**src/hdl/spvg_queue.sv**
```systemverilog
// Two-entry queue that carries prepared requests from the front to the back.
// No package dependencies.
`default_nettype none
module spvg_queue #(
   parameter int W = 8
) (
   input  wire logic         clock,
   input  wire logic         reset,
   input  wire logic         push,
   input  wire logic [W-1:0] push_data,
   output logic              full,
   input  wire logic         pop,
   output logic [W-1:0]      pop_data,
   output logic              empty
);
   logic [W-1:0] mem_ff [2];
   logic         wr_ff;
   logic         rd_ff;
   logic [1:0]   cnt_ff;
   logic         do_push;
   logic         do_pop;

   assign full     = (cnt_ff == 2'd2);
   assign empty    = (cnt_ff == 2'd0);
   assign do_push  = push && !full;
   assign do_pop   = pop && !empty;
   assign pop_data = mem_ff[rd_ff];

   always_ff @(posedge clock) begin
      if (do_push) begin
         mem_ff[wr_ff] <= push_data;
      end
   end

   always_ff @(posedge clock) begin
      if (reset) begin
         wr_ff  <= 1'b0;
         rd_ff  <= 1'b0;
         cnt_ff <= 2'd0;
      end else begin
         if (do_push) begin
            wr_ff <= !wr_ff;
         end
         if (do_pop) begin
            rd_ff <= !rd_ff;
         end
         cnt_ff <= cnt_ff + 2'(do_push) - 2'(do_pop);
      end
   end
endmodule
`default_nettype wire

```
**config.mk**
```make
export PLATFORM = sky130hd
export DESIGN_NAME = spvg_queue
export DESIGN_NICKNAME = d
export VERILOG_FILES = /design/src/hdl/spvg_queue.sv
export SDC_FILE = /design/constraint.sdc
export NUM_CORES = 1
export LEC_CHECK = 0
export ABC_AREA = 1
export CAP_MARGIN = 25
export CORE_MARGIN = 8
export CORE_UTILIZATION = 46
export CTS_BUF_LIST = sky130_fd_sc_hd__clkbuf_2
export CTS_CLUSTER_SIZE = 12
export DETAILED_ROUTE_END_ITERATION = 16
export DONT_BUFFER_PORTS = 1
export PLACE_DENSITY = 0.58
export REMOVE_ABC_BUFFERS = 1
export SLEW_MARGIN = 20
export SYNTH_ARGS = -nofsm -noshare
export SYNTH_HDL_FRONTEND = slang
export SYNTH_SLANG_ARGS = --single-unit
```
**constraint.sdc**
```tcl
create_clock -name clock -period 1.93 [get_ports clock]
set_input_delay 0 -clock clock [delete_from_list [all_inputs] [get_ports clock]]
set_output_delay 0 -clock clock [all_outputs]
set_load 0.005 [all_outputs]
```
# Yosys cells after proc, flatten, opt, wreduce, memory -nomap -nowiden
# Memories as Yosys holds them, arrays and structs flattened. A register that Yosys moved wholly into a read port is not among the register bits.
# Cells that the tools add are included.
# word_totals
wordCells	18
romBits	0
mem_count	1
inputBits	12
latchBits	0
ram_bits	16
regBits	4
# classes
eq_ne	1
shifts	0
bitwise_logic	0
n_div	0
muxes	4
mul	0
add_sub_neg	2
magnitude_cmp	0
reduce_logical	7
# mem_list
name	words	width	read_ports	rd_ports_with_merged_regs	wr	line_no	rtl
mem_ff	2	8	1	1	1	16	logic [W-1:0] mem_ff [2];
# op_table
cell	n
logical NOT 1 bit	4
2-to-1 mux 1 bit	4
adder 2 x 1 -> 2 bit	1
== test 2 bit (second input constant)	1
logical AND 1 bit	2
logical NOT 2 bit	1
subtractor 2 x 1 -> 2 bit	1

# Longest topological paths before layout
# Gate-level depths: netlist (run 1).
# logic_depth
ltp_word	5
depth_mapped	11
ltp_nobuf	11

# Worst setup path after synthesis (run 1)
# No wires, ideal clock.
# synth_path
path_kind	register to register
from	register cnt_ff[0]
to	register cnt_ff[1]
slack_ps	502
path_stages_with_launch	11
period_less_slack_ps	1428
t_required_ps	1815
setup_time_ps	115
arrival_ps	1313
path_cell_list	dfxtp_1 inv_1 nand2_1 nand2_1 ha_1 inv_1 ha_1 inv_1 nand2_1 a21oi_1 nor2_1
# synth_via
elab_chain_cells	5
elab_cells_between_ends	8
classes_between	add/sub: 2; eq/ne: 1; reduce/logical: 5
# synth_lines
element	line_no	rtl
from (decl)	19	logic [1:0] cnt_ff;
from (signal assigned)	47	cnt_ff <= cnt_ff + 2'(do_push) - 2'(do_pop);
== test 2 bit	23	assign full = (cnt_ff == 2'd2);
logical NOT 1 bit	25	assign do_push = push && !full;
logical AND 1 bit	25	
adder 2 x 1 -> 2 bit	47	
subtractor 2 x 1 -> 2 bit *	47	
# Every way passes the cells marked *; elsewhere a longest branch is shown, timed or not.
# A chain may end at the register's enable or synchronous reset.

# Worst setup path after layout (run 1)
# Ends and elaborated chain as after synthesis.

==> results of run 1 <==
cell usage after synthesis:
library cell,number
ha_1,2
buf_6,1
nand3_1,3
edfxtp_1,16
inv_1,10
nor2_1,7
nor2_2,2
a21oi_1,2
dfxtp_1,5
mux2_4,8
nand2_1,8
worst max path at each step:
stage / from / end / slack, ns / cells past startpoint
3_3_place_gp: cnt_ff[0]$_SDFF_PP0_ / cnt_ff[1]$_SDFF_PP0_ / 0.40 / 10
2_1_floorplan: cnt_ff[0]$_SDFF_PP0_ / cnt_ff[1]$_SDFF_PP0_ / 0.50 / 10
3_5_place_dp: cnt_ff[0]$_SDFF_PP0_ / cnt_ff[1]$_SDFF_PP0_ / 0.36 / 10
6_report: cnt_ff[0]$_SDFF_PP0_ / cnt_ff[1]$_SDFF_PP0_ / 0.36 / 10
5_1_grt: cnt_ff[0]$_SDFF_PP0_ / cnt_ff[1]$_SDFF_PP0_ / 0.16 / 10
4_1_cts: cnt_ff[0]$_SDFF_PP0_ / cnt_ff[1]$_SDFF_PP0_ / 0.34 / 10
cells by family (layout without fill, tap and decap cells):
kind of cell / after synthesis / count (layout) / synth area share (%)
muxes: 8 / 8 / 13.8
DFF: 21 / 21 / 66.9
buffers and inverters: 11 / 27 / 5.62
AOI/OAI and AO/OA: 2 / 2 / 1.15
and+or+nand+nor: 20 / 20 / 9.65
adders and majority gates: 2 / 2 / 2.88
flip-flops by register name, indices dropped and copies added, names as in the netlist, named ones only:
signal  cells
mem_ff     16
cnt_ff      2
rd_ff       1
wr_ff       1
cell usage in the layout, fill, tap and decap left out, drive strengths merged:
master       instances
clkbuf               4
nor2                 9
a21oi                2
nand2                8
dlygate4sd3         11
inv                 10
buf                  2
edfxtp              16
dfxtp                5
nand3                3
ha                   2
mux2                 8
through the flow:
step / hold WS (ns) / cell area, um^2 / utilization (%) / total power [mW] / instances
6_report: 0.134 / 1030 / 59.2 / 1.17 / 105
5_1_grt: 0.123 / 1030 / 59.2 / 1.25 / 105
4_1_cts: 0.134 / 1030 / 59.2 / 1.19 / 105
3_5_place_dp: 0.0744 / 903 / 51.8 / 0.996 / 90
3_3_place_gp: 0.0740 / 903 / 51.8 / 0.984 / 90
2_1_floorplan: 0.0712 / 857 / - / 0.914 / 63
worst max-delay path: stages, from the launching register on:
cell	delay [ns]
dfxtp_1	0.41
inv_1	0.07
nand2_1	0.12
nand2_1	0.09
ha_1	0.28
inv_1	0.03
ha_1	0.17
inv_1	0.06
nand2_1	0.06
a21oi_1	0.14
nor2_1	0.06
per-layer routing:
metal / GRT usage [%] / vias up
met5: 0 / -
met1: 6.78 / 235
met2: 14.2 / 15
li1: - / 247
met3: 3.47 / 2
met4: 5.12 / 0
layout make-up:
| cell class | instances | share of cell area (%) |
|---|---|---|
| multi-input cells | 32 | 23.1 |
| repair buffers | 13 | 12.1 |
| flip-flops and latches | 21 | 56.2 |
| well taps | 25 | 3.03 |
| clock buffers | 4 | 1.94 |
| inverters | 10 | 3.63 |
report_power, final:
group          internal, mW  switching, mW  total, mW
sequential            0.580         0.0627      0.643
clock                0.0549          0.119      0.174
combinational         0.178          0.172      0.350
total                 0.813          0.354       1.17
timing repair:
action | 4_1_cts | 5_1_grt
setup buffers | 0 | 0
hold endpoints to repair | 21 | 0
hold buffers | 11 | 0
==> qor.csv, run 1 <==
stage,metric,value,unit
sta,worstMarginPinSlew,0.506,ns
final_layout,multi_input_area,239,um^2
hold_path,hp-class,input pin to register,
die,dieHeight,59.4,um
worst_setup_path,worst-setup-path-type,register to register,
final_layout,drive_above_1_share,20.0,%
clocking,cts_resized,0,
sta,fin_worst_skew,0.00464,ns
route,dr.first_iter.drc_count,17,
die,io-pin-count,22,
die,rows,15,
route,drc_errors,0,
placement,gp_congestion,0.627,
route,wl_per_cell,11.8,um
hold_path,whs_path_depth,3,
global_route,overflow,0,
final_layout,n_antenna_cell,0,
synth,synth_top_area_cell,edfxtp_1,
die,die-area,0.00353,mm^2
worst_setup_path,r2r_slack,0.36,ns
clocking,ctsHtreeMaxLevel,1,
clocking,path_clk_slew,0.18,ns
clocking,cts_tree,yes,
final_layout,syn_to_final_growth,19.0,%
die,fp.dieW,59.4,um
clocking,worstSkewPairLatency,0.30,ns
route,dr.max_layer_used,met4,
placement,pre_cts_ws,0.361,ns
global_route,grt_pass1_vias,534,
global_route,grt_use_total,7.85,%
sta,slew_headroom,66.2,%
worst_setup_path,start_kind,register,
synth,syn_inst,64,
worst_setup_path,rr_startpoint,cnt_ff[0]$_SDFF_PP0_,
route,vias,499,
synth,ys_ff_latch,21,
die,initial_utilization,49.7,%
job,cap_violations,0,
power,ir_drop,518,uV
final_layout,layout.nets,95,
clocking,clockRootBuffer,clkbuf_2,
die,coreArea,0.00175,mm^2
sta,final-max-slew-violation-count,0,
route,dr.pass1.iters,4,
synth,synth_area,868,um^2
run_status,outcome,completed,
sta,fmax,636,MHz
route,dr_wl_met3,132,um
worst_setup_path,regToRegEndpoint,cnt_ff[1]$_SDFF_PP0_,
global_route,grt_start_max_net_pins,12,
final_layout,fillers,145,
sta,finalSetupTns,0,ns
clocking,cts_buffers,3,
synth,synth_cell_types,11,
worst_setup_path,required,2.14,ns
final_layout,seq_area,581,um^2
sta,setup_viol,0,
sta,fin_crit,1.57,ns
route,route.met2.wl,632,um
hold_path,min_from,push,
placement,port_buffers,0,
global_route,grt_pass1_wl,2050,um
sta,timing.final.crit_share,81.5,%
placement,dpl.hpwl,938,um
hold_path,whs_endpoint,mem_ff[0][6]$_DFFE_PP_,
power,p_leak,0.433,nW
worst_setup_path,cp.arrival,1.79,ns
route,viasPerCell,4.75,
synth,yosysWarnings,0,
worst_setup_path,cp-end-kind,register,
clocking,clk_path_buf_depth,2,
global_route,antenna_found_initial,0,
sta,hold_viol_final,0,
sta,rsz0062_at_grt,no,
synth,synthDominantCellAreaShare,55.3,%
sta,setup_slack,0.357,ns
clocking,clock-sinks,21,
power,power_density,1130,mW/mm^2
worst_setup_path,r2r_cells,10,
route,ant_nets,0,
route,wirelength,1240,um
synth,yosysSeqAreaShare,66.9,%
route,wl_met1,464,um
synth,synth.area.top_cells,"edfxtp_1, mux2_4, dfxtp_1",
worst_setup_path,cp_max_fo,4,
synth,synth_area_per_cell,13.6,um^2
No activity file was read; power rests on OpenSTA's default activity.
==> run 2, diff against run 1 <==
- clock period: 1.93 -> 1.6 ns (I/O delays scaled with it)
==> run 2 against run 1 <==
Compared with the run above:
- combinational power increased by 25%
- die area unchanged
- non-clock buffer count unchanged
- clock-buffer cell count decreased by 1
- clock skew about the same
- cell area increased by 0.73%
- maximum frequency increased by 6.0%
- first-iteration DRC count decreased by 76%
- routed wire length decreased by 0.56%
==> qor.csv, run 2 (synthesized netlist as in run 1, its figures left out) <==
stage,metric,value,unit,change
die,coreArea,0.00175,mm^2,unchanged
clocking,cts_buffers,3,,unchanged
hold_path,whs_path_depth,3,,unchanged
power,p_leak,0.434,nW,about the same
die,initial_utilization,49.7,%,unchanged
die,dieHeight,59.4,um,unchanged
final_layout,largest-register,mem_ff,,
final_layout,biggestRegsByFlops,"mem_ff x16, cnt_ff x2",,
sta,hold_viol_final,0,,unchanged
final_layout,layout.nets,95,,unchanged
worst_setup_path,regToRegEndpoint,cnt_ff[1]$_SDFF_PP0_,,
sta,fin_crit,1.48,ns,-0.0885 ns
route,viasPerCell,4.80,,+1.0%
clocking,clockRootBuffer,clkbuf_2,,
sta,final-max-slew-violation-count,0,,unchanged
final_layout,syn_to_final_growth,19.9,%,
route,ant_nets,0,,unchanged
worst_setup_path,worst-setup-path-type,register to register,,
final_layout,largest_reg_flops,16,,unchanged
hold_path,whs_endpoint,mem_ff[0][2]$_DFFE_PP_,,
placement,gp_congestion,0.639,,+1.9%
final_layout,finalNonFillerCells,105,,unchanged
route,dr.first_iter.drc_count,4,,-13
sta,fmax,674,MHz,+6.0%
global_route,grt_pass1_vias,476,,-11%
job,cap_violations,0,,unchanged
sta,setup_slack,0.116,ns,-0.242 ns
global_route,antenna_found_initial,0,,unchanged
die,io-pin-count,22,,unchanged
worst_setup_path,start_kind,register,,
sta,setup_viol,0,,unchanged
global_route,grt_use_total,7.67,%,-0.18 points
placement,dpl.hpwl,936,um,-0.22%
placement,pre_cts_ws,0.0461,ns,-0.315 ns
route,wl_per_cell,11.7,um,-0.56%
power,ir_drop,780,uV,+51%
route,wirelength,1230,um,-0.56%
hold_path,min_from,push,,
global_route,overflow,0,,unchanged
final_layout,fillers,151,,+4.1%
clocking,clk_path_buf_depth,2,,unchanged
route,drc_errors,0,,unchanged
final_layout,final_common_cell,edfxtp_1,,
worst_setup_path,rr_startpoint,cnt_ff[0]$_SDFF_PP0_,,
route,vias,504,,+1.0%
sta,finalSetupTns,0,ns,unchanged
worst_setup_path,cpMaxStageDelayCell,dfxtp_2,,
worst_setup_path,cp_common_cell,inv_1,,
clocking,worstSkewPairLatency,0.30,ns,about the same
clocking,clock-sinks,21,,unchanged
final_layout,fin_area,0.00104,mm^2,+0.73%
die,fp.dieW,59.4,um,unchanged
hold_path,hp-class,input pin to register,,
worst_setup_path,cp-end-kind,register,,
sta,slew_headroom,67.0,%,+0.77 points
sta,timing.final.crit_share,92.8,%,+11 points
final_layout,postLayoutCoreUtil,59.6,%,+0.43 points
sta,worstMarginPinSlew,0.494,ns,-0.0115 ns
die,rows,15,,unchanged
die,die-area,0.00353,mm^2,unchanged
power,power_density,1360,mW/mm^2,+20%
final_layout,n_antenna_cell,0,,unchanged
clocking,path_clk_slew,0.18,ns,about the same
clocking,cts_setup_buffers,0,,unchanged
final_layout,drive_above_1_share,23.8,%,+3.7 points
clocking,cts_tree,yes,,
worst_setup_path,cp_max_fo,4,,unchanged
run_status,outcome,completed,,
route,dr.pass1.iters,3,,-1
final_layout,layout_common_cells,"edfxtp_1, dlygate4sd3_1, inv_1",,
clocking,ctsHtreeMaxLevel,1,,unchanged
sta,rsz0062_at_grt,no,,
placement,dpl_cell_area,903,um^2,unchanged
sta,fin_worst_skew,0.00471,ns,+0.0000725 ns
global_route,grt_pass1_wl,1930,um,-5.7%
placement,dp.cells,90,,unchanged
worst_setup_path,required,1.82,ns,-0.32 ns
global_route,grt_start_max_net_pins,13,,+1
worst_setup_path,r2r_slack,0.12,ns,-0.24 ns
worst_setup_path,cp.arrival,1.70,ns,-0.09 ns
placement,port_buffers,0,,unchanged
worst_setup_path,path_cells,inv_1 -> nand2_2 -> nand2_1 -> ha_1 -> inv_1 -> ha_1 -> inv_1 -> nand2_1 -> a21oi_2 -> nor2_1,,
worst_setup_path,max_stage_delay,0.39,ns,-0.02 ns
worst_setup_path,r2r_cells,10,,unchanged
[run 2: how the worst max path moves through the flow]
stage,start,depth (start not counted),slack [ns],end
floorplan,cnt_ff[0]$_SDFF_PP0_,10,0.17,cnt_ff[1]$_SDFF_PP0_
global placement,cnt_ff[0]$_SDFF_PP0_,10,0.07,cnt_ff[1]$_SDFF_PP0_
detailed placement,cnt_ff[0]$_SDFF_PP0_,10,0.05,cnt_ff[1]$_SDFF_PP0_
CTS,cnt_ff[0]$_SDFF_PP0_,10,0.03,cnt_ff[1]$_SDFF_PP0_
global route,cnt_ff[0]$_SDFF_PP0_,11,0.0002,cnt_ff[1]$_SDFF_PP0_
finish,cnt_ff[0]$_SDFF_PP0_,10,0.12,cnt_ff[1]$_SDFF_PP0_
[run 2: stage by stage]
| step | power, mW | hold WS, ns |
|---|---|---|
| global placement | 1.19 | 0.0736 |
| finish | 1.42 | 0.139 |
| floorplan | 1.10 | 0.0712 |
| global route | 1.53 | 0.100 |
| CTS | 1.43 | 0.126 |
| detailed placement | 1.20 | 0.0745 |
[run 2: worst max-delay path: cells and delay by family, from the launching register on]
family	cells	cell delay, ns
AND/OR/NAND/NOR	4	0.28
adder cells (fa/ha/maj)	2	0.46
flip-flops	1	0.39
AO/OA/AOI/OAI	1	0.14
buffers and inverters	3	0.15
[run 2: area by class of cell]
| type | instances | area [um^2] | share of cell area, % |
|---|---|---|---|
| clock buffers | 3 | 15.0 | 1.44 |
| flip-flops and latches | 21 | 582 | 55.9 |
| multi-input cells | 32 | 245 | 23.6 |
| repair buffers | 13 | 125 | 12.0 |
| inverters | 10 | 37.5 | 3.61 |
| clock inverters | 1 | 5.00 | 0.481 |
| well taps | 25 | 31.3 | 3.00 |
[run 2: timing repair]
| action | CTS | global route |
|---|---|---|
| hold buffers | 11 | 0 |
| hold endpoints to repair | 21 | 0 |
| gates resized for setup | 0 | 3 |
| setup endpoints to repair | 0 | 1 |
[run 2: metal layers]
metal	vias to the layer above	track usage (%)	part of all wire, %
met5	-	0	0
met3	2	4.34	8.9
met1	239	8.44	40
met2	15	11.4	50
met4	0	4.10	0.81
li1	248	-	-
[run 2: power by group]
group	switching [mW]	internal [mW]
Sequential	0.0741	0.703
Combinational	0.217	0.219
Clock	0.146	0.0567
