### src/hdl/spvg_pkg.sv
// Types, constants and the arctangent table of the star polygon vertex generator.
// No dependencies; used by the top, front and back modules of the block.
`default_nettype none
package spvg_pkg;

   localparam int CORDIC_ITERS = 24;
   localparam int TRIG_W       = 34;
   localparam int PROD_W       = 58;
   localparam int COORD_W      = 24;
   localparam int RADIUS_W     = 23;
   localparam int COUNT_W      = 6;
   localparam int REM_W        = 8;

   localparam logic signed [TRIG_W-1:0] INV_GAIN = 34'sd652032874;
   localparam logic signed [COORD_W+4:0] COORD_MAX = 29'sd8388607;
   localparam logic signed [COORD_W+4:0] COORD_MIN = -29'sd8388608;

   typedef struct packed {
      logic signed [COORD_W-1:0] center_x;
      logic signed [COORD_W-1:0] center_y;
      logic [RADIUS_W-1:0]       valley_radius;
      logic [RADIUS_W-1:0]       tip_radius;
      logic [COUNT_W-1:0]        point_count;
   } desc_type;

   function automatic logic [29:0] atan_turn(input logic [4:0] idx);
      logic [29:0] val;
      case (idx)
         5'd0:  val = 30'd536870912;
         5'd1:  val = 30'd316933406;
         5'd2:  val = 30'd167458907;
         5'd3:  val = 30'd85004756;
         5'd4:  val = 30'd42667331;
         5'd5:  val = 30'd21354465;
         5'd6:  val = 30'd10680862;
         5'd7:  val = 30'd5340245;
         5'd8:  val = 30'd2670163;
         5'd9:  val = 30'd1335087;
         5'd10: val = 30'd667544;
         5'd11: val = 30'd333772;
         5'd12: val = 30'd166886;
         5'd13: val = 30'd83443;
         5'd14: val = 30'd41722;
         5'd15: val = 30'd20861;
         5'd16: val = 30'd10430;
         5'd17: val = 30'd5215;
         5'd18: val = 30'd2608;
         5'd19: val = 30'd1304;
         5'd20: val = 30'd652;
         5'd21: val = 30'd326;
         5'd22: val = 30'd163;
         5'd23: val = 30'd81;
         default: val = 30'd0;
      endcase
      return val;
   endfunction

endpackage
`default_nettype wire

### src/hdl/spvg_front.sv
// Front end: accepts a request, clamps the point count and divides one angle
// step by the point count serially. Depends on spvg_pkg.
`default_nettype none
module spvg_front #(
   parameter int MAX_POINTS = 32,
   parameter int ANGLE_BITS = 16
) (
   input  wire logic                         clock,
   input  wire logic                         reset,
   input  wire logic                         start,
   output logic                              busy,
   input  wire spvg_pkg::desc_type           req_desc,
   output spvg_pkg::desc_type                push_desc,
   output logic [ANGLE_BITS-2:0]             push_step_q,
   output logic [spvg_pkg::REM_W-1:0]        push_step_r,
   output logic                              push_valid,
   input  wire logic                         push_full
);
   localparam int CW = $clog2(ANGLE_BITS - 1);
   localparam int NW = spvg_pkg::COUNT_W;

   typedef enum logic [1:0] {F_IDLE, F_DIV, F_PUSH} fstate_type;

   fstate_type              state_ff;
   spvg_pkg::desc_type      desc_ff;
   spvg_pkg::desc_type      desc_in;
   logic [ANGLE_BITS-2:0]   quo_ff;
   logic [NW-1:0]           rem_ff;
   logic [CW-1:0]           cnt_ff;
   logic [NW-1:0]           n_in;
   logic [NW:0]             shifted;
   logic                    qbit;
   logic [NW-1:0]           rem_in;

   always_comb begin
      if (req_desc.point_count == '0) begin
         n_in = NW'(1);
      end else if (req_desc.point_count > NW'(MAX_POINTS)) begin
         n_in = NW'(MAX_POINTS);
      end else begin
         n_in = req_desc.point_count;
      end
      desc_in             = req_desc;
      desc_in.point_count = n_in;
      shifted = {rem_ff, (cnt_ff == CW'(ANGLE_BITS - 2))};
      qbit    = (shifted >= {1'b0, desc_ff.point_count});
      rem_in  = qbit ? NW'(shifted - {1'b0, desc_ff.point_count}) : shifted[NW-1:0];
   end

   always_ff @(posedge clock) begin
      if (reset) begin
         state_ff <= F_IDLE;
      end else begin
         case (state_ff)
            F_IDLE: begin
               if (start) begin
                  desc_ff  <= desc_in;
                  quo_ff   <= '0;
                  rem_ff   <= '0;
                  cnt_ff   <= CW'(ANGLE_BITS - 2);
                  state_ff <= F_DIV;
               end
            end
            F_DIV: begin
               quo_ff <= {quo_ff[ANGLE_BITS-3:0], qbit};
               rem_ff <= rem_in;
               cnt_ff <= cnt_ff - CW'(1);
               if (cnt_ff == '0) begin
                  state_ff <= F_PUSH;
               end
            end
            F_PUSH: begin
               if (!push_full) begin
                  state_ff <= F_IDLE;
               end
            end
            default: state_ff <= F_IDLE;
         endcase
      end
   end

   assign busy        = (state_ff != F_IDLE);
   assign push_valid  = (state_ff == F_PUSH);
   assign push_desc   = desc_ff;
   assign push_step_q = quo_ff;
   assign push_step_r = {rem_ff, 2'b00};
endmodule
`default_nettype wire

### config.mk
export PLATFORM = sky130hd
export DESIGN_NAME = spvg_front
export DESIGN_NICKNAME = d
export VERILOG_FILES = /design/src/hdl/spvg_pkg.sv /design/src/hdl/spvg_front.sv
export SDC_FILE = /design/constraint.sdc
export NUM_CORES = 1
export LEC_CHECK = 0
export BUFFER_PORTS_ARGS = -buffer_cell sky130_fd_sc_hd__buf_2
export CAP_MARGIN = 10
export CORE_UTILIZATION = 45
export CTS_CLUSTER_SIZE = 28
export DETAILED_ROUTE_END_ITERATION = 8
export PLACE_DENSITY = 0.87
export SETUP_SLACK_MARGIN = 0.05
export SLEW_MARGIN = 20
export SYNTH_ARGS = -nofsm -noshare
export SYNTH_HDL_FRONTEND = slang
export SYNTH_SLANG_ARGS = --single-unit
export TNS_END_PERCENT = 1
### constraint.sdc
create_clock -name clock -period 13.8 [get_ports clock]
set_input_delay 1.38 -clock clock [delete_from_list [all_inputs] [get_ports clock]]
set_output_delay 1.38 -clock clock [all_outputs]
set_load 0.005 [all_outputs]
* Yosys cells after proc, flatten, opt, wreduce, memory -nomap -nowiden
Index checks and enable logic that the tools add are counted.
W data, S select, Z words.
** Operators by class
- Bitwise logic cells :: 1
- Multiplexer cells :: 12
- Reduce and logical (&&, ||, !) cells :: 9
- Equal/unequal tests :: 6
- Magnitude comparators :: 2
- Add/subtract/negate cells :: 2
** Operators by type and width (count)
- $pmux W15 S2 :: 1
- $mux W6 :: 3
- $mux W15 :: 1
- $pmux W6 S2 :: 1
- $reduce_and A3 Y1 :: 3
- $pmux W4 S2 :: 1
- $ge A7 B6 Y1 :: 1
- $gt A6 B6 Y1 const B :: 1
- $logic_not A6 Y1 :: 1
- $mux W2 :: 3
- $ne A2 B2 Y1 const B :: 3
- $pmux W2 S3 :: 1
- $sub A6 B6 Y6 :: 1
- $eq A4 B4 Y1 const B :: 1
- $logic_not A4 Y1 :: 1
- $mux W4 :: 1
- $reduce_bool A2 Y1 :: 2
- $sub A4 B1 Y4 const B :: 1
- $eq A2 B1 Y1 const B :: 1
- $eq A2 B2 Y1 const B :: 1
- $logic_not A2 Y1 :: 1
- $reduce_or A2 Y1 :: 1
- $not A1 Y1 :: 1
** Storage, ports and cells
- Bits in registers :: 127
- Logic and storage cells :: 42

* Logic depth before layout (Yosys ltp)
Gate-level depths: netlist of run 1.
- Word-level depth :: 4
- Mapped depth :: 10

* Worst setup path before layout of run 1
Ideal clock, no wire load.
- Path kind :: in2reg
- Start point :: input port reset
- End point :: register desc_ff (netlist bit push_desc[0]), enable pin
- Setup slack :: 1.084 ns
- Setup time :: 0.848 ns
- Data required time :: 12.952 ns
- Arrival time :: 11.868 ns
- Stages :: 1
- Path through :: nor4b_1
** On the way
- Cells in the longest elaborated chain, start to end :: 2
** RTL lines
- from (decl) :: RTL line spvg_front.sv:9 : input wire logic reset,
- $not A1 Y1 (no line)
- $reduce_and A3 Y1 (no line)
- to (signal assigned) :: RTL line spvg_front.sv:57 : desc_ff <= desc_in;
- to (decl) :: RTL line spvg_front.sv:25 : spvg_pkg::desc_type desc_ff;
No other way between the ends.
A chain may end at the register's enable or synchronous reset.

* Worst setup path in the final report of run 1
- Start point :: register state_ff[1]
- End point :: output port busy
** On the way
- Cells in the longest elaborated chain, start to end :: 1
** RTL lines
- from (decl) :: RTL line spvg_front.sv:24 : fstate_type state_ff;
- from (signal assigned) :: RTL line spvg_front.sv:52 : state_ff <= F_IDLE;
- from (signal assigned) :: RTL line spvg_front.sv:61 : state_ff <= F_DIV;
- from (signal assigned) :: RTL line spvg_front.sv:69 : state_ff <= F_PUSH;
- $reduce_bool A2 Y1 :: RTL line spvg_front.sv:82 : assign busy = (state_ff != F_IDLE);
- to (decl) :: RTL line spvg_front.sv:11 : output logic busy,
No other way between the ends.

==> impl_metrics.json, run 1 <==
{
  "die_h_um": 102,
  "start_util": 0.461,
  "synth_fa_ha_area_frac": 0.0296,
  "finClkSkew_ps": 7.99,
  "port-buffer-count": 226,
  "whs_ps": 546,
  "rows": 36,
  "tritoncts": "done",
  "syn2layout_area_growth_pct": 42.4,
  "synth_xor_area_frac": 0.00781,
  "gr-total-overflow": 0,
  "nets": 591,
  "min_path_type": "register to register",
  "cp-end-kind": "output pin",
  "drive_gt1_frac": 0.551,
  "via_per_inst": 4.70,
  "clk_pin_slew_ps": 60,
  "p_int_uw": 776,
  "final-setup-viol-count": 0,
  "finalWirelength_um": 10600,
  "synth_ff_type": "edfxtp_1",
  "crit_start": "state_ff[1]",
  "layout.cells.most_common_list": "buf_2, edfxtp_1, clkbuf_16",
  "worst_pin_slew_ps": 707,
  "outcome": "finished clean",
  "route.vias.total": 2935,
  "critical_path_class": "register to output pin",
  "ys_seq_area_frac": 0.846,
  "required_ps": 12420,
  "avgSynthCellArea_um2": 19.3,
  "root_buffer": "clkbuf_8",
  "grt_pass1_vias": 2998,
  "die_w_um": 102,
  "synth_mux_area_frac": 0.00335,
  "wl_per_cell_um": 17.0,
  "post-cts-setup-buffer-count": 0,
  "synth-simple-area-share": 0.0706,
  "ctsHtreeMaxLevel": 4,
  "p_sw_frac": 0.224,
  "rsz0062_at_grt": "false",
  "finalInstanceArea_mm2": 0.00639,
  "insertion_delay_ps": 500,
  "synth_compound_area_frac": 0.0290,
  "yosysWarnings": 0,
  "cp_top_family": "flip-flops",
  "critPathMaxFanout": 6,
  "drtAntennaViolNets": 0,
  "drc_errors": 0,
  "hold_viol_final": 0,
  "cp_cell_sequence": "or2_2, buf_2",
  "hold_buffers": 0,
  "grt_pass1_wl_um": 15000,
  "placed_cell_area_mm2": 0.00580,
  "reg2reg_slack_ps": 11480,
  "post_cts_resized": 0,
  "dp_slack_ps": 10980,
  "async_reset_ff_frac": 0,
  "boundaryPins": 229,
  "final_common_cell": "buf_2",
  "clock_sinks": 127,
  "layout_setup_ws_ps": 11110,
  "synth-edff-count": 125,
  "dieArea_mm2": 0.0104,
  "grtUsageTotal": 0.205,
  "cp.buffers_inverters": 1,
  "cp-start-kind": "register",
  "r2r_start": "cnt_ff[0]",
  "switching_power_uw": 224,
  "firstDrtPassIters": 4,
  "path_depth": 2,
  "syn_inst": 232,
  "max_slew_margin": 0.529,
  "grt_max_degree": 59,
  "dp_hpwl_um": 7580,
  "netlist_area_mm2": 0.00449,
  "power_frac_clock": 0.435,
  "crit_path_max_incr_delay_ps": 360,
  "final_max_slew_viol_count": 0,
  "gp_congestion": 0.833,
  "cts_buffer_depth": 2,
  "fp.coreArea_mm2": 0.00973,
  "reg2reg_to": "rem_ff[4]",
  "numCtsBuffers": 17,
  "fin_crit_ps": 2690,
  "synth_top_family_by_area": "simple AND/OR/NAND/NOR gates",
  "synth-seq-cells": 127,
  "combPwrFrac": 0.096,
  "seq_power_share": 0.469,
  "crit_arrival_ps": 1310,
  "r2r.worst_path.cells": 10,
  "fin_tns_setup_ps": 0,
  "fmaxAchievable_mhz": 371,
  "crit_path_end": "busy",
  "power.density_mw_per_mm2": 157,
  "drv_cap": 0,
  "final_util": 0.657,
  "nFillCells": 702,
  "synth.distinct_cells": 37,
  "drt_iter0_drc": 94,
  "p_leak_uw": 0.00270,
  "irDropWorstVdd_uv": 107,
  "antenna_found_initial": 0,
  "crit_path_top_delay_cell": "dfxtp_1",
  "post-route-period-util": 0.195
}
cells in the mapped netlist (all sizes together), types with 3 or more instances:
cell type,number,share of area
o21ai,5,0.0064
edfxtp,125,0.84
nand2,8,0.0067
nand3,4,0.0056
clkbuf,3,0.0025
a21oi,5,0.0064
and2,15,0.021
nor3,3,0.0033
nor2,12,0.011
inv,9,0.0075
ha,9,0.025
nor2b,7,0.0098
logic make-up (layout without fill, tap and decap cells):
family / after synthesis / in the layout
AO/OA/AOI/OAI: 17 / 17
XOR/XNOR: 4 / 4
adder cells (fa/ha/maj): 10 / 10
buffers and inverters: 14 / 271
flip-flops: 127 / 127
multiplexers: 1 / 1
other: 1 / 4
AND/OR/NAND/NOR: 58 / 58
flip-flops by register name, summed over array words and instances, names as in the netlist:
name,count
rem_ff,6
push_step_q,15
cnt_ff,4
push_desc,100
state_ff,2
worst min path at each step:
| stage | depth (start not counted) | to | from | slack (ps) |
|---|---|---|---|---|
| 2_1_floorplan | 1 | push_step_q[10] | push_step_q[9] | 550 |
| 3_3_place_gp | 1 | push_step_q[3] | push_step_q[2] | 530 |
| 3_5_place_dp | 1 | push_step_q[1] | push_step_q[0] | 530 |
| 4_1_cts | 1 | push_step_q[3] | push_step_q[2] | 550 |
| 5_1_grt | 1 | push_step_q[3] | push_step_q[2] | 560 |
| 6_report | 1 | push_step_q[3] | push_step_q[2] | 550 |
power by group through the flow:
stage | registers (uW) | logic, uW | clock network [uW]
finish | 469 | 96.4 | 435
global route | 472 | 107 | 456
CTS | 470 | 97.4 | 440
detailed placement | 477 | 96.9 | 0
global placement | 476 | 92.7 | 0
floorplan | 486 | 42.7 | 0
area by class of cell:
cell class,instances,area [um^2],area share
diodes,2,5.00,0.000783
clock buffers,17,414,0.0648
clock inverters,15,166,0.0260
inverters,9,33.8,0.00529
multi-input cells,92,648,0.101
flip-flops and latches,127,3790,0.594
well taps,133,166,0.0260
repair buffers,230,1160,0.182
worst reg2reg max path: stages (launching register included):
cell	delay [ps]
edfxtp_1	420
inv_1	110
ha_1	140
nand3_1	130
ha_1	240
fa_1	390
or2b_1	250
a21oi_1	150
xor2_1	80
nand3_1	80
o21ai_0	80
layer usage:
layer | vias up | GRT usage | part of all wire
li1 | 1364 | - | -
met1 | 1406 | 0.208 | 0.34
met2 | 148 | 0.344 | 0.53
met5 | - | 0 | 0
met4 | 0 | 0.0989 | 0.019
met3 | 17 | 0.114 | 0.11
metrics by stage:
| step | total power [uW] | std cells |
|---|---|---|
| after global routing | 1040 | 623 |
| after global placement | 568 | 591 |
| after floorplan | 529 | 233 |
| after detailed placement | 573 | 591 |
| after CTS | 1010 | 623 |
| final | 1000 | 625 |
(Power assumes the default switching activity.)
==> run 2, diff against run 1 <==
CORE_UTILIZATION = 41   (was 45)
PLACE_DENSITY = 0.84   (was 0.87)
clock period = 2.2 ns   (was 13.8 ns; I/O delays follow)
==> run 2 against run 1 <==
Clock-buffer cell count grew 1. Clock power rose to 6.3 times the previous value. Register-to-register slack worse by 11000 ps. Clock skew up 1.4 ps. Largest power group unchanged. Combinational power grew to 8.3 times the previous value. Wire length is 18% higher. Final cell count rose by 17%. Final area up 17%.
==> impl_metrics.json, run 2 (synthesis results as in run 1) <==
{
  "nFillCells": 695,
  "drt_iter0_drc": 162,
  "antenna_found_initial": 0,
  "power.density_mw_per_mm2": 869,
  "r2r_start": "cnt_ff[0]",
  "final_common_cell": "buf_2",
  "critPathMaxFanout": 2,
  "cp.buffers_inverters": 1,
  "p_int_uw": 5020,
  "start_util": 0.429,
  "gr-total-overflow": 0,
  "wl_per_cell_um": 17.1,
  "largest_register_ffs": 100,
  "finalPower_uw": 6510,
  "nets": 695,
  "finalInstanceArea_mm2": 0.00749,
  "drtAntennaViolNets": 0,
  "hold_viol_final": 0,
  "layout.cells.most_common_list": "buf_2, edfxtp_1, dlygate4sd3_1",
  "fp.coreArea_mm2": 0.0105,
  "use_met2": 0.410,
  "cp-start-kind": "register",
  "cp_cell_sequence": "inv_2, ha_4, nand3_4, ha_4, fa_2, or2b_1, a21oi_2, xor2_1, nand3_1, o21ai_1",
  "reg2reg_slack_ps": 70,
  "grtUsageMet1": 0.233,
  "min_from": "req_desc[1]",
  "post-place-cells": 597,
  "grtUsageMet3": 0.0766,
  "power_frac_clock": 0.423,
  "crit_path_end": "rem_ff[4]",
  "fmaxAchievable_mhz": 468,
  "dieArea_mm2": 0.0114,
  "min_path_type": "primary input to register",
  "cts_buffer_depth": 2,
  "dp_hpwl_um": 7280,
  "final-setup-viol-count": 0,
  "crit_start": "cnt_ff[0]",
  "regArea_mm2": 0.00379,
  "rsz0062_at_grt": "true",
  "via_per_inst": 4.70,
  "grtUsageTotal": 0.226,
  "numCtsBuffers": 17,
  "clock_sinks": 127,
  "grt.busiest_layer": "met2",
  "grt_pass1_wl_um": 18700,
  "grt_pass1_vias": 3704,
  "drv_cap": 0,
  "rows": 37,
  "root_buffer": "clkbuf_8",
  "cp_top_family": "adder cells",
  "multi_input_area_um2": 701,
  "switching_power_uw": 1490,
  "grt_max_degree": 73,
  "cp-end-kind": "register",
  "p_leak_uw": 0.00314,
  "gp_congestion": 0.757,
  "reg2reg_to": "rem_ff[4]",
  "p_sw_frac": 0.228,
  "crit_arrival_ps": 2480,
  "seq_power_share": 0.454,
  "outcome": "finished clean",
  "insertion_delay_ps": 500,
  "port-buffer-count": 226,
  "final_util": 0.716,
  "instances_no_fill": 730,
  "syn2layout_area_growth_pct": 66.9,
  "ctsHtreeMaxLevel": 4,
  "irDropWorstVdd_uv": 500,
  "firstDrtPassIters": 4,
  "combPwrFrac": 0.123,
  "route.vias.total": 3432,
  "tritoncts": "done",
  "crit_path_max_incr_delay_ps": 410,
  "die_h_um": 107,
  "final_max_slew_viol_count": 0,
  "finalWirelength_um": 12500,
  "required_ps": 2550,
  "critPathMostFrequentCell": "ha_4",
  "r2r.worst_path.cells": 10,
  "finClkSkew_ps": 9.38,
  "drive_gt1_frac": 0.476,
  "antenna_cells": 0,
  "post-route-period-util": 0.970,
  "fin_crit_ps": 2130,
  "boundaryPins": 229,
  "path_depth": 10,
  "die_w_um": 107,
  "drc_errors": 0,
  "placed_cell_area_mm2": 0.00585,
  "crit_path_top_delay_cell": "edfxtp_1",
  "fin_tns_setup_ps": 0,
  "critical_path_class": "register to register",
  "clk_pin_slew_ps": 60
}
==> run 2: routing by layer <==
layer  part of all wire  wire, um
met5                  0         0
met4              0.025       311
met3              0.072       901
met2               0.56      6960
met1               0.35      4310
==> run 2: worst min-delay path by stage <==
stage / endpoint / slack, ps / depth (start not counted)
floorplan: state_ff[1] / 300 / 1
global placement: push_desc[32] / 400 / 1
detailed placement: push_desc[70] / 400 / 1
CTS: push_desc[3] / 7 / 2
global route: push_desc[1] / 30 / 2
finish: push_desc[1] / 40 / 2
==> run 2: timing repair <==
action,in CTS,in global routing
buffers inserted,2,1
hold buffers,98,0
endpoints found under the setup margin,1,5
resized for setup,4,7
endpoints found under the hold margin,97,0
pin swaps,1,5
==> run 2: final cells by class <==
cell class,instances,share of cell area
sequential,127,0.507
timing repair buffer,334,0.294
multi-input combinational,92,0.0936
clock buffer,18,0.0558
tap,136,0.0227
clock inverter,14,0.0224
inverter,9,0.00451
==> run 2: power by group through the flow <==
stage | Combinational [uW] | Sequential (uW) | Clock (uW)
after global placement | 601 | 2980 | 0
after floorplan | 269 | 3020 | 0
final | 800 | 2950 | 2760
after detailed placement | 627 | 2990 | 0
after CTS | 778 | 2950 | 2780
after global routing | 873 | 2970 | 2890
==> run 2: worst reg2reg max path, stage by stage (launching register included) <==
cell and delay, ps:
edfxtp_1 410, inv_2 100, ha_4 140, nand3_4 80, ha_4 180, fa_2 350
or2b_1 250, a21oi_2 140, xor2_1 160, nand3_1 80, o21ai_1 80
==> run 2: stage by stage <==
step | hold slack (ps) | setup slack (ps)
after CTS | 6.98 | 20.1
after floorplan | 299 | -1850
after detailed placement | 398 | -78.8
after global placement | 396 | 36.4
final | 43.9 | 65.1
after global routing | 30.6 | -34.1
==> run 3, diff against run 2 <==
--- a/config.mk
+++ b/config.mk
@@ -7,2 +7,3 @@
 export LEC_CHECK = 0
+export ABC_AREA = 1
 export BUFFER_PORTS_ARGS = -buffer_cell sky130_fd_sc_hd__buf_2
--- a/constraint.sdc
+++ b/constraint.sdc
@@ -3,2 +3,2 @@
 set_output_delay 0.22 -clock clock [all_outputs]
-set_load 0.005 [all_outputs]
+set_load 0.05 [all_outputs]
==> run 3 against run 2 <==
Sequential cell count stayed put. Sequential share of layout area is 0.73 points lower. Sequential power hardly changed. Die area is 2.7% higher. Utilization is 1.8 points lower. Synthesized cell count is 26% higher. Fmax is 4.9% higher. Clock-buffer cell count stayed put. Setup slack better by 100 ps. Non-clock buffer count is 5 lower. Synthesized area is 2.7% higher. Critical path type unchanged.
==> impl_metrics.json, run 3 <==
{
  "outcome": "finished clean",
  "drt_iter0_drc": 226,
  "yosysTopAreaCell": "edfxtp_1",
  "drtAntennaViolNets": 0,
  "gp_congestion": 0.841,
  "final-setup-viol-count": 0,
  "p_sw_frac": 0.305,
  "async_reset_ff_frac": 0,
  "final_common_cell": "buf_2",
  "crit_path_top_delay_cell": "edfxtp_1",
  "ys_seq_area_frac": 0.823,
  "grt_pass1_vias": 4058,
  "post-place-cells": 660,
  "layout.cells.most_common_list": "buf_2, edfxtp_1, dlygate4sd3_1",
  "ctsHtreeMaxLevel": 4,
  "clk_pin_slew_ps": 60,
  "synth-seq-cells": 127,
  "netlist_area_mm2": 0.00461,
  "worst_pin_slew_ps": 503,
  "crit_arrival_ps": 2290,
  "insertion_delay_ps": 510,
  "min_path_type": "primary input to register",
  "syn_inst": 293,
  "irDropWorstVdd_uv": 527,
  "combPwrFrac": 0.192,
  "synth.most_common_cell": "edfxtp_1",
  "via_per_inst": 4.71,
  "dp_hpwl_um": 8430,
  "drive_gt1_frac": 0.438,
  "die_w_um": 108,
  "grt_max_degree": 33,
  "yosysWarnings": 0,
  "post-route-period-util": 0.925,
  "root_buffer": "clkbuf_8",
  "synth_top_cell_area_share": 0.814,
  "antenna_found_initial": 1,
  "cts_buffer_depth": 2,
  "port-buffer-count": 226,
  "r2r.worst_path.cells": 10,
  "synth_ff_type": "edfxtp_1",
  "power_frac_clock": 0.393,
  "critical_path_class": "register to register",
  "max_slew_margin": 0.664,
  "rows": 38,
  "rsz0062_at_grt": "false",
  "final_max_slew_viol_count": 0,
  "fp.coreArea_mm2": 0.0109,
  "finClkSkew_ps": 15.3,
  "finalWirelength_um": 14600,
  "switching_power_uw": 2170,
  "cp-end-kind": "register",
  "wl_per_cell_um": 18.5,
  "firstDrtPassIters": 5,
  "boundaryPins": 229,
  "nets": 751,
  "power.density_mw_per_mm2": 936,
  "worstHoldPathCells": 3,
  "synth.distinct_cells": 28,
  "start_util": 0.423,
  "drv_cap": 0,
  "syn2layout_area_growth_pct": 64.9,
  "avgSynthCellArea_um2": 15.7,
  "tritoncts": "done",
  "grtUsageTotal": 0.262,
  "gr-total-overflow": 0,
  "fmaxAchievable_mhz": 491,
  "cp-start-kind": "register",
  "largest_register_ffs": 100,
  "dieArea_mm2": 0.0117,
  "clock_sinks": 127,
  "seq_power_share": 0.415,
  "drc_errors": 0,
  "fin_tns_setup_ps": 0,
  "critPathMaxFanout": 3,
  "die_h_um": 108,
  "synth-edff-count": 125,
  "synthTopCellsByArea": "edfxtp_1, inv_1, nor2_1",
  "p_int_uw": 4940,
  "instances_no_fill": 792,
  "p_leak_uw": 0.00334,
  "grt_pass1_wl_um": 21800,
  "fin_crit_ps": 2030,
  "synth_commonest_cells": "edfxtp_1, inv_1, nor2_1, nand2_1, ha_1",
  "required_ps": 2450,
  "crit_path_max_incr_delay_ps": 400,
  "hold_viol_final": 0,
  "cp_cell_sequence": "inv_2, ha_1, nand3_2, ha_2, fa_2, or2_1, nand4_1, nand3_1, nand2_1, nor2_1",
  "route.vias.total": 3731,
  "numCtsBuffers": 17
}
-- run 3: changes by cell type after synthesis, sizes merged, moves of 3 or more --
| cell | change |
|---|---|
| o21ai | -3 |
| nor2b | -7 |
| inv | +33 |
| and2 | -15 |
| a21oi | -3 |
| nand3 | +4 |
| nor2 | +31 |
| nand2 | +33 |
-- run 3: cell families after synthesis --
logic type / after synthesis / share of synthesized area
AOI/OAI and AO/OA: 6 / 0.00841
xor gates and xnor gates: 2 / 0.00380
adders and majority gates: 10 / 0.0288
buffers and inverters: 47 / 0.0415
DFF: 127 / 0.823
other: 1 / 0.000814
and+or+nand+nor: 100 / 0.0936
-- run 3: worst max-delay path, delay by kind of cell, from the launching register on --
family,cells,cell delay (ps)
flops,1,400
fa+ha+maj,3,700
buf+inv,1,80
simple gates,6,590
-- run 3: path summary, 6_finish.rpt --
path                            slack [ps]             end      startpoint
worst max-delay path                   170       rem_ff[4]       cnt_ff[0]
worst min-delay path                    50    push_desc[1]     req_desc[1]
worst max register to register         170       rem_ff[4]       cnt_ff[0]
worst min register to register         570  push_step_q[3]  push_step_q[2]
-- run 3: final cells by class --
class | count | area [um^2]
fill | 681 | 3290
multi-input combinational | 120 | 678
timing repair buffer | 329 | 2200
clock inverter | 14 | 169
sequential | 127 | 3800
clock buffer | 18 | 418
tap | 140 | 175
antenna | 2 | 5.00
inverter | 42 | 163
-- run 3: stage by stage --
step / setup slack (ps) / area (um^2) / util / hold slack, ps / total power [uW]
final: 165 / 7600 / 0.698 / 53.7 / 7110
after global routing: 56.3 / 7600 / 0.698 / 41.8 / 7350
after CTS: 74.2 / 7590 / 0.697 / 14.4 / 7090
after detailed placement: 22.0 / 6020 / 0.553 / 398 / 4190
after global placement: 106 / 6020 / 0.553 / 397 / 4150
after floorplan: -1180 / 4650 / - / 284 / 3850
-- run 3: repair_timing --
item | CTS | global route
pin swaps | 0 | 1
hold buffers | 97 | 0
hold endpoints to repair | 98 | 0
resized for setup | 3 | 1
setup buffers | 0 | 1
setup endpoints to repair | 1 | 1
-- run 3: per-layer routing --
layer | GRT usage | routed length [um]
met5 | 0 | 0
met1 | 0.271 | 4940
met4 | 0.130 | 392
met3 | 0.0946 | 1280
met2 | 0.466 | 8020
-- run 3: power groups by stage --
stage                     clock network (uW)  registers, uW  logic, uW
final                                   2800           2950       1370
after global routing                    2930           2970       1450
after CTS                               2810           2940       1340
after detailed placement                   0           2990       1200
after global placement                     0           2980       1170
after floorplan                            0           3510        345
